`src/rtl/core/bsif_pkg.sv`:
```
package bsif_pkg;

  // Ring geometry
  localparam int unsigned CAPACITY = 256;
  localparam int unsigned IDX_W    = (CAPACITY > 1) ? $clog2(CAPACITY) : 1;
  localparam int unsigned CNT_W    = $clog2(CAPACITY + 1);

  // Field widths
  localparam int unsigned OP_W     = 2;
  localparam int unsigned IDENT_W  = 32;
  localparam int unsigned S_DATA_W = 40;
  localparam int unsigned M_DATA_W = 8;

  // Operation codes
  typedef enum logic [OP_W-1:0] {
    OP_MARK    = 2'd0,
    OP_RELEASE = 2'd1,
    OP_CLEAR   = 2'd2
  } op_e;

  // Sequencer to slot store
  typedef struct packed {
    logic               rd_en;
    logic [IDX_W-1:0]   rd_addr;
    logic               wr_en;
    logic [IDX_W-1:0]   wr_addr;
    logic [IDENT_W-1:0] wr_ident;
    logic               clr_en;
    logic [IDX_W-1:0]   clr_addr;
  } store_req_t;

  // Slot store read response, registered and valid in the cycle after the read
  typedef struct packed {
    logic               vld;
    logic [IDX_W-1:0]   addr;
    logic [IDENT_W-1:0] ident;
    logic               member;
  } store_rsp_t;

endpackage

```
`src/rtl/core/bsif_seq.sv`:
```
module bsif_seq
  import bsif_pkg::*;
(
  input  logic               clk_i,
  input  logic               rst_ni,
  input  logic               req_vld_i,
  input  op_e                req_op_i,
  input  logic [IDENT_W-1:0] req_ident_i,
  output logic               req_rdy_o,
  output logic               res_vld_o,
  output logic               res_acc_o,
  input  logic               res_rdy_i,
  output store_req_t         st_req_o,
  input  store_rsp_t         st_rsp_i
);

  localparam logic [2:0] S_IDLE     = 3'd0;
  localparam logic [2:0] S_FIND     = 3'd1;
  localparam logic [2:0] S_FIND_END = 3'd2;
  localparam logic [2:0] S_WRITE    = 3'd3;
  localparam logic [2:0] S_DROP     = 3'd4;
  localparam logic [2:0] S_DROP_END = 3'd5;
  localparam logic [2:0] S_DONE     = 3'd6;

  localparam logic [IDX_W-1:0] LAST_IDX = IDX_W'(CAPACITY - 1);
  localparam logic [IDX_W:0]   CAP_EXT  = (IDX_W + 1)'(CAPACITY);
  localparam logic [CNT_W-1:0] CAP_CNT  = CNT_W'(CAPACITY);

  logic [2:0]         state_q, state_d;
  logic [IDX_W-1:0]   cnt_q, cnt_d;
  logic [CNT_W-1:0]   count_q, count_d;
  logic [IDX_W-1:0]   oldest_q, oldest_d;
  logic               found_q, found_d;
  logic [IDENT_W-1:0] key_q, key_d;
  logic [IDENT_W-1:0] dropped_q, dropped_d;
  logic               acc_q, acc_d;

  logic               hit;
  logic [IDX_W-1:0]   rsp_off;
  logic               rsp_in_ring;
  logic [IDX_W:0]     app_sum;
  logic [IDX_W-1:0]   app_pos;
  logic [IDX_W-1:0]   oldest_nxt;

  // Ring offset of the returned slot; only slots inside the ring count
  assign rsp_off     = (st_rsp_i.addr >= oldest_q) ? (st_rsp_i.addr - oldest_q) :
                       IDX_W'(CAP_EXT + st_rsp_i.addr - oldest_q);
  assign rsp_in_ring = (CNT_W'(rsp_off) < count_q);

  // Shared compare unit: one slot against the key each cycle
  assign hit = st_rsp_i.vld && st_rsp_i.member && rsp_in_ring &&
               (st_rsp_i.ident == key_q);

  // Ring positions: append slot and successor of the oldest slot
  assign app_sum    = {1'b0, oldest_q} + {1'b0, count_q[IDX_W-1:0]};
  assign app_pos    = (app_sum >= CAP_EXT) ? IDX_W'(app_sum - CAP_EXT) : app_sum[IDX_W-1:0];
  assign oldest_nxt = (oldest_q == LAST_IDX) ? '0 : oldest_q + 1'b1;

  // Sequence one request through the scans
  always_comb begin
    state_d   = state_q;
    cnt_d     = cnt_q;
    count_d   = count_q;
    oldest_d  = oldest_q;
    found_d   = found_q;
    key_d     = key_q;
    dropped_d = dropped_q;
    acc_d     = acc_q;
    req_rdy_o = 1'b0;
    res_vld_o = 1'b0;
    st_req_o  = '0;

    case (state_q)
      S_IDLE: begin
        req_rdy_o = 1'b1;
        if (req_vld_i) begin
          key_d   = req_ident_i;
          acc_d   = 1'b0;
          cnt_d   = '0;
          found_d = 1'b0;
          case (req_op_i)
            OP_MARK: begin
              state_d = (req_ident_i == '0) ? S_DONE : S_FIND;
            end
            OP_RELEASE: begin
              state_d = (req_ident_i == '0) ? S_DONE : S_DROP;
            end
            OP_CLEAR: begin
              // Empty the ring; stale member flags fall outside it
              count_d  = '0;
              oldest_d = '0;
              state_d  = S_DONE;
            end
            default: begin
              state_d = S_DONE;
            end
          endcase
        end
      end
      S_FIND, S_DROP: begin
        st_req_o.rd_en   = 1'b1;
        st_req_o.rd_addr = cnt_q;
        if (cnt_q == LAST_IDX) begin
          state_d = (state_q == S_FIND) ? S_FIND_END : S_DROP_END;
        end else begin
          cnt_d = cnt_q + 1'b1;
        end
      end
      S_FIND_END: begin
        state_d = S_WRITE;
      end
      S_WRITE: begin
        if (found_q) begin
          state_d = S_DONE;
        end else if (count_q < CAP_CNT) begin
          st_req_o.wr_en    = 1'b1;
          st_req_o.wr_addr  = app_pos;
          st_req_o.wr_ident = key_q;
          count_d           = count_q + 1'b1;
          acc_d             = 1'b1;
          state_d           = S_DONE;
        end else begin
          // Full ring: overwrite the oldest slot, then drop its old identifier
          st_req_o.wr_en    = 1'b1;
          st_req_o.wr_addr  = oldest_q;
          st_req_o.wr_ident = key_q;
          oldest_d          = oldest_nxt;
          key_d             = dropped_q;
          acc_d             = 1'b1;
          cnt_d             = '0;
          state_d           = S_DROP;
        end
      end
      S_DROP_END: begin
        state_d = S_DONE;
      end
      S_DONE: begin
        res_vld_o = 1'b1;
        if (res_rdy_i) begin
          state_d = S_IDLE;
        end
      end
      default: begin
        state_d = S_IDLE;
      end
    endcase

    // Consume scan responses: record hits, or drop membership
    if ((state_q == S_FIND) || (state_q == S_FIND_END)) begin
      if (hit) begin
        found_d = 1'b1;
      end
      if (st_rsp_i.vld && (st_rsp_i.addr == oldest_q)) begin
        dropped_d = st_rsp_i.ident;
      end
    end
    if (((state_q == S_DROP) || (state_q == S_DROP_END)) && hit) begin
      st_req_o.clr_en   = 1'b1;
      st_req_o.clr_addr = st_rsp_i.addr;
    end
  end

  assign res_acc_o = acc_q;

  // Control state
  always_ff @(posedge clk_i or negedge rst_ni) begin
    if (!rst_ni) begin
      state_q  <= S_IDLE;
      cnt_q    <= '0;
      count_q  <= '0;
      oldest_q <= '0;
      found_q  <= 1'b0;
    end else begin
      state_q  <= state_d;
      cnt_q    <= cnt_d;
      count_q  <= count_d;
      oldest_q <= oldest_d;
      found_q  <= found_d;
    end
  end

  // Payload
  always_ff @(posedge clk_i) begin
    key_q     <= key_d;
    dropped_q <= dropped_d;
    acc_q     <= acc_d;
  end

endmodule

```
`config.mk`:
```
export PLATFORM = sky130hd
export DESIGN_NAME = bsif_seq
export DESIGN_NICKNAME = d
export VERILOG_FILES = /design/src/rtl/core/bsif_pkg.sv /design/src/rtl/core/bsif_seq.sv
export SDC_FILE = /design/constraint.sdc
export NUM_CORES = 1
export LEC_CHECK = 0
export BUFFER_PORTS_ARGS = -buffer_cell sky130_fd_sc_hd__buf_2
export CAP_MARGIN = 25
export CORE_MARGIN = 2
export CORE_UTILIZATION = 45
export DETAILED_ROUTE_END_ITERATION = 12
export PLACE_DENSITY = 0.69
export SLEW_MARGIN = 20
export SYNTH_ARGS = -nofsm -noshare
export SYNTH_HDL_FRONTEND = slang
export SYNTH_SLANG_ARGS = --single-unit
```
`constraint.sdc`:
```
create_clock -name clk_i -period 13.5 [get_ports clk_i]
set_input_delay 4.05 -clock clk_i [delete_from_list [all_inputs] [get_ports clk_i]]
set_output_delay 4.05 -clock clk_i [all_outputs]
set_load 0.03 [all_outputs]
```
# After elaboration in Yosys (flattened, before gate mapping)
# Index checks and enable logic that the tools add are counted.
op_classes:
  magnitude_cmp: 4
  mul: 0
  shift: 0
  div: 0
  n_bitwise: 0
  addsub: 8
  muxes: 46
  eq_ne: 20
  n_reduce_logical: 20
ops:
  columns: ["cell", "count"]
  rows:
  - ["$mux W32", 3]
  - ["$mux W8", 11]
  - ["$mux W41", 2]
  - ["$pmux W32 S2", 1]
  - ["$mux W9", 6]
  - ["$mux W40", 1]
  - ["$eq A32 B32 Y1", 1]
  - ["$logic_not A32 Y1", 1]
  - ["$pmux W8 S3", 1]
  - ["$pmux W3 S6", 1]
  - ["$pmux W9 S2", 1]
  - ["$add A8 B1 Y8 const B", 2]
  - ["$eq A8 B8 Y1 const B", 2]
  - ["$pmux W8 S2", 1]
  - ["$sub A8 B8 Y8", 2]
  - ["$mux W3", 5]
  - ["$reduce_and A5 Y1", 3]
  - ["$ne A2 B2 Y1 const B", 7]
  - ["$add A8 B8 Y9", 1]
  - ["$add A9 B1 Y9 const B", 1]
  - ["$eq A3 B3 Y1 const B", 3]
  - ["$ge A9 B9 Y1 const B", 1]
  - ["$lt A8 B9 Y1", 1]
  - ["$lt A9 B9 Y1 const B", 1]
  - ["23 further kinds", 39]
word_totals:
  rom_bits: 0
  input_bits: 80
  mem_count: 0
  elab_cells: 106
  reg_bits: 94
  mem_bits_rw: 0
  output_inout_bits: 62
  latch_bits: 0

# Logic depth before layout (Yosys ltp)
depth:
  ltp_word: 8
  depth_mapped: 17
  ltp_nobuf: 16

# Worst setup path before layout
# Ideal clock, no wire load.
synth_path:
  kind: "input -> output"
  from: "in st_rsp_i[33] in the netlist's numbering"
  to: "out st_req_o[0] in the netlist's numbering"
  t_required_ns: 9.450
  cell_stages: 17
  path_slack_ns: 2.442
  n_path_buf: 1
  arrival_time_ns: 7.008
  cell_sequence: "inv_1 ha_1 inv_1 fa_1 a21o_1 a21oi_1 o21bai_1 a21oi_1 xnor2_1 ha_1 and4b_1 a211oi_2 o211ai_1 nor4_2 and3_1 buf_4 and2_1"
synth_rtl:
  columns: ["item", "line", "rtl"]
  rows:
  - ["start: declaration", "bsif_seq.sv:14", "input store_rsp_t st_rsp_i"]
  - ["end: declaration", "bsif_seq.sv:13", "output store_req_t st_req_o,"]

==> flow_metrics.env <==
export IMPL_grt_ovfl_total=0
export IMPL_drv_slew=0
export IMPL_cts_resized=0
export IMPL_rows=40
export IMPL_hpwl_mm=11.1
export IMPL_p_int_uw=674
export IMPL_clk_pin_slew_ns=0.07
export IMPL_status="finished, final reports clean"
export IMPL_die_w_um=116
export IMPL_crit_buf_inv=4
export IMPL_p_seq_frac=0.368
export IMPL_wl_per_cell_um=16.8
export IMPL_max_cap_violations=0
export IMPL_fin_area_um2=6820
export IMPL_crit_chain="buf_2 -> inv_1 -> ha_1 -> inv_1 -> fa_1 -> a21o_1 -> a21oi_1 -> o21bai_1 -> a21oi_1 -> xnor2_1 -> ha_1 -> and4b_1 -> a211oi_2 -> o211ai_1 -> nor4_2 -> and3_1 -> and2_1 -> buf_2"
export IMPL_worstPathRequired_ns=9.45
export IMPL_port_buffers=141
export IMPL_p_per_area_nw_per_um2=166
export IMPL_gr_usage_all_layers=0.231
export IMPL_mostFrequentLayoutCell="buf_2"
export IMPL_synth_edf_count=65
export IMPL_synth_top_area_share=0.346
export IMPL_drive_gt1_frac=0.246
export IMPL_drcViolationCount=0
export IMPL_synthesis_area_um2=5650
export IMPL_cts_sinks=94
export IMPL_postCtsSetupRepairBufs=0
export IMPL_htreeDepth=3
export IMPL_num_vias=4723
export IMPL_cp_start_kind="primary input"
export IMPL_async_flop_share=0.309
export IMPL_yosys_area_top_type="edfxtp_1"
export IMPL_firstDrtPassIters=5
export IMPL_drt_iter0_drc=317
export IMPL_die_h_um=116
export IMPL_min_period_ns=11.60
export IMPL_synth_nets=689
export IMPL_ys_types=58
export IMPL_final_cell_mix="buf_2, nand2_1, edfxtp_1"
export IMPL_syn_avg_cell_area_um2=9.70
export IMPL_grt_start_max_net_pins=39
export IMPL_comb_power_share=0.397
export IMPL_critPathSlowestCell="and3_1"
export IMPL_p_sw_uw=458
export IMPL_gp_congestion=0.963
export IMPL_cts_tree="done"
export IMPL_timing_fmax_mhz=86.2
export IMPL_numCtsBuffers=9
export IMPL_dpl_instance_area_um2=6500
export IMPL_syn_inst=582
export IMPL_fin_skew_ns=0.00942
export IMPL_rsz0062_at_grt="false"
export IMPL_power_leakage_uw=0.00308
export IMPL_path_delay_family="simple AND/OR/NAND/NOR gates"
export IMPL_clockBufferDepth=2
export IMPL_areaGrowthSynthToFinish_pct=20.8
export IMPL_clk_latency_ns=0.35
export IMPL_die_area_um2=13500
export IMPL_relSlewSlack=0.487
export IMPL_grt_antenna_before_repair=1
export IMPL_path_class="primary input to output port"
export IMPL_ant_nets=0
export IMPL_ctsHoldBuffers=0
export IMPL_vias_per_cell=5.29
export IMPL_synth_top_flop_cell="edfxtp_1"
export IMPL_final_cells=893
export IMPL_wl_mm=15.0
export IMPL_critPathMaxFanout=9
export IMPL_grt_pass1_wl_mm=23.6
export IMPL_worst_slew_pin_slew_ns=0.769
export IMPL_fin_nets=826
export IMPL_start_util=0.466
export IMPL_switching_share=0.405
export IMPL_grt_pass1_vias=4568
export IMPL_dpl_cell_count=875
export IMPL_ys_seq_area_frac=0.474
export IMPL_power_frac_clock=0.235
export IMPL_cp_end_kind="output port"
export IMPL_ctsRootBufferMaster="clkbuf_16"
export IMPL_utilization=0.563
export IMPL_hold_viol_final=0
export IMPL_final_setup_tns_ns=0
export IMPL_core_um2=12100
export IMPL_hold_path_class="register to register"
export IMPL_slowest_delay_ns=0.41
export IMPL_peakVddDrop_v=0.0000932
export IMPL_pin_count=142
export IMPL_synth_area_leaders="edfxtp_1, dfrtp_1, nand2_1"
export IMPL_finalSetupViolations=0
export IMPL_yosys_warnings=0
export IMPL_synth_seq_cells=94
export IMPL_worstPathArrival_ns=7.55
export IMPL_period_share=0.859
[Yosys cell counts (all sizes together) (18+ instances only)]
master	n
nand2	123
nor2	32
o21ai	21
nor4	18
edfxtp	65
ha	25
xor2	34
a21oi	18
xnor2	21
dfrtp	29
and2	51
inv	27
[per-stage QoR]
step | hold slack [ns] | setup WS (ns) | total power, µW
finish | 0.505 | 1.90 | 1130
global route | 0.531 | 1.75 | 1210
CTS | 0.505 | 1.96 | 1130
detailed placement | 0.494 | 1.96 | 865
global placement | 0.485 | 2.15 | 854
floorplan | 0.483 | 2.44 | 743
[cells by family after synthesis]
kind of cell / share of synthesized area
xor gates and xnor gates: 0.0853
and+or+nand+nor: 0.253
muxes: 0.00554
AOI/OAI and AO/OA: 0.0833
adders and majority gates: 0.0625
DFF: 0.474
buffers and inverters: 0.0363
[final timing paths]
path | startpoint | to | slack [ns] | cells after the start
min in group asynchronous | rst_ni | count_q[5] | 3.74 | 1
min | dropped_q[1] | key_q[1] | 0.51 | 2
min reg2reg | dropped_q[1] | key_q[1] | 0.51 | 2
max in group asynchronous | rst_ni | cnt_q[7] | 9.29 | 1
max reg2reg | oldest_q[0] | found_q | 10.06 | 15
max | st_rsp_i[33] | st_req_o[0] | 1.90 | 18
[worst register-to-register path, cell delays in order, from the launching register on]
cell      delay [ns]
dfrtp_1         0.50
ha_1            0.20
inv_1           0.06
fa_1            0.40
a21o_1          0.19
a21oi_1         0.25
o21bai_1        0.11
a21oi_1         0.18
xnor2_1         0.15
ha_1            0.27
and4b_1         0.22
a211oi_2        0.19
o211ai_1        0.13
nor4_2          0.29
a21oi_1         0.12
a21oi_1         0.12
[power by group through the flow]
stage	Sequential (µW)	Combinational (µW)	Clock (µW)
3_3_place_gp	419	435	0
2_1_floorplan	395	347	0
6_report	417	449	266
4_1_cts	415	447	270
3_5_place_dp	421	444	0
5_1_grt	423	501	281
[metal layers]
layer	GRT usage	share of wire	vias to the layer above
met5	0	0	-
met4	0.0651	0.017	0
met3	0.0549	0.076	25
met2	0.350	0.46	182
met1	0.332	0.45	2231
li1	-	-	2285
[registers in the layout, summed over array words and instances (netlist names)]
name	cells
res_acc_o	1
key_q	32
state_q	3
count_q	9
cnt_q	8
found_q	1
dropped_q	32
oldest_q	8
[final cells by class]
cell class / instances / area, µm²
well taps: 168 / 210
repair buffers: 145 / 743
flip-flops and latches: 94 / 2680
multi-input cells: 442 / 2780
diodes: 1 / 2.50
clock buffers: 11 / 243
fillers: 1146 / 5290
inverters: 27 / 106
clock inverters: 5 / 65.1
Power figures use the tool's default switching activity.
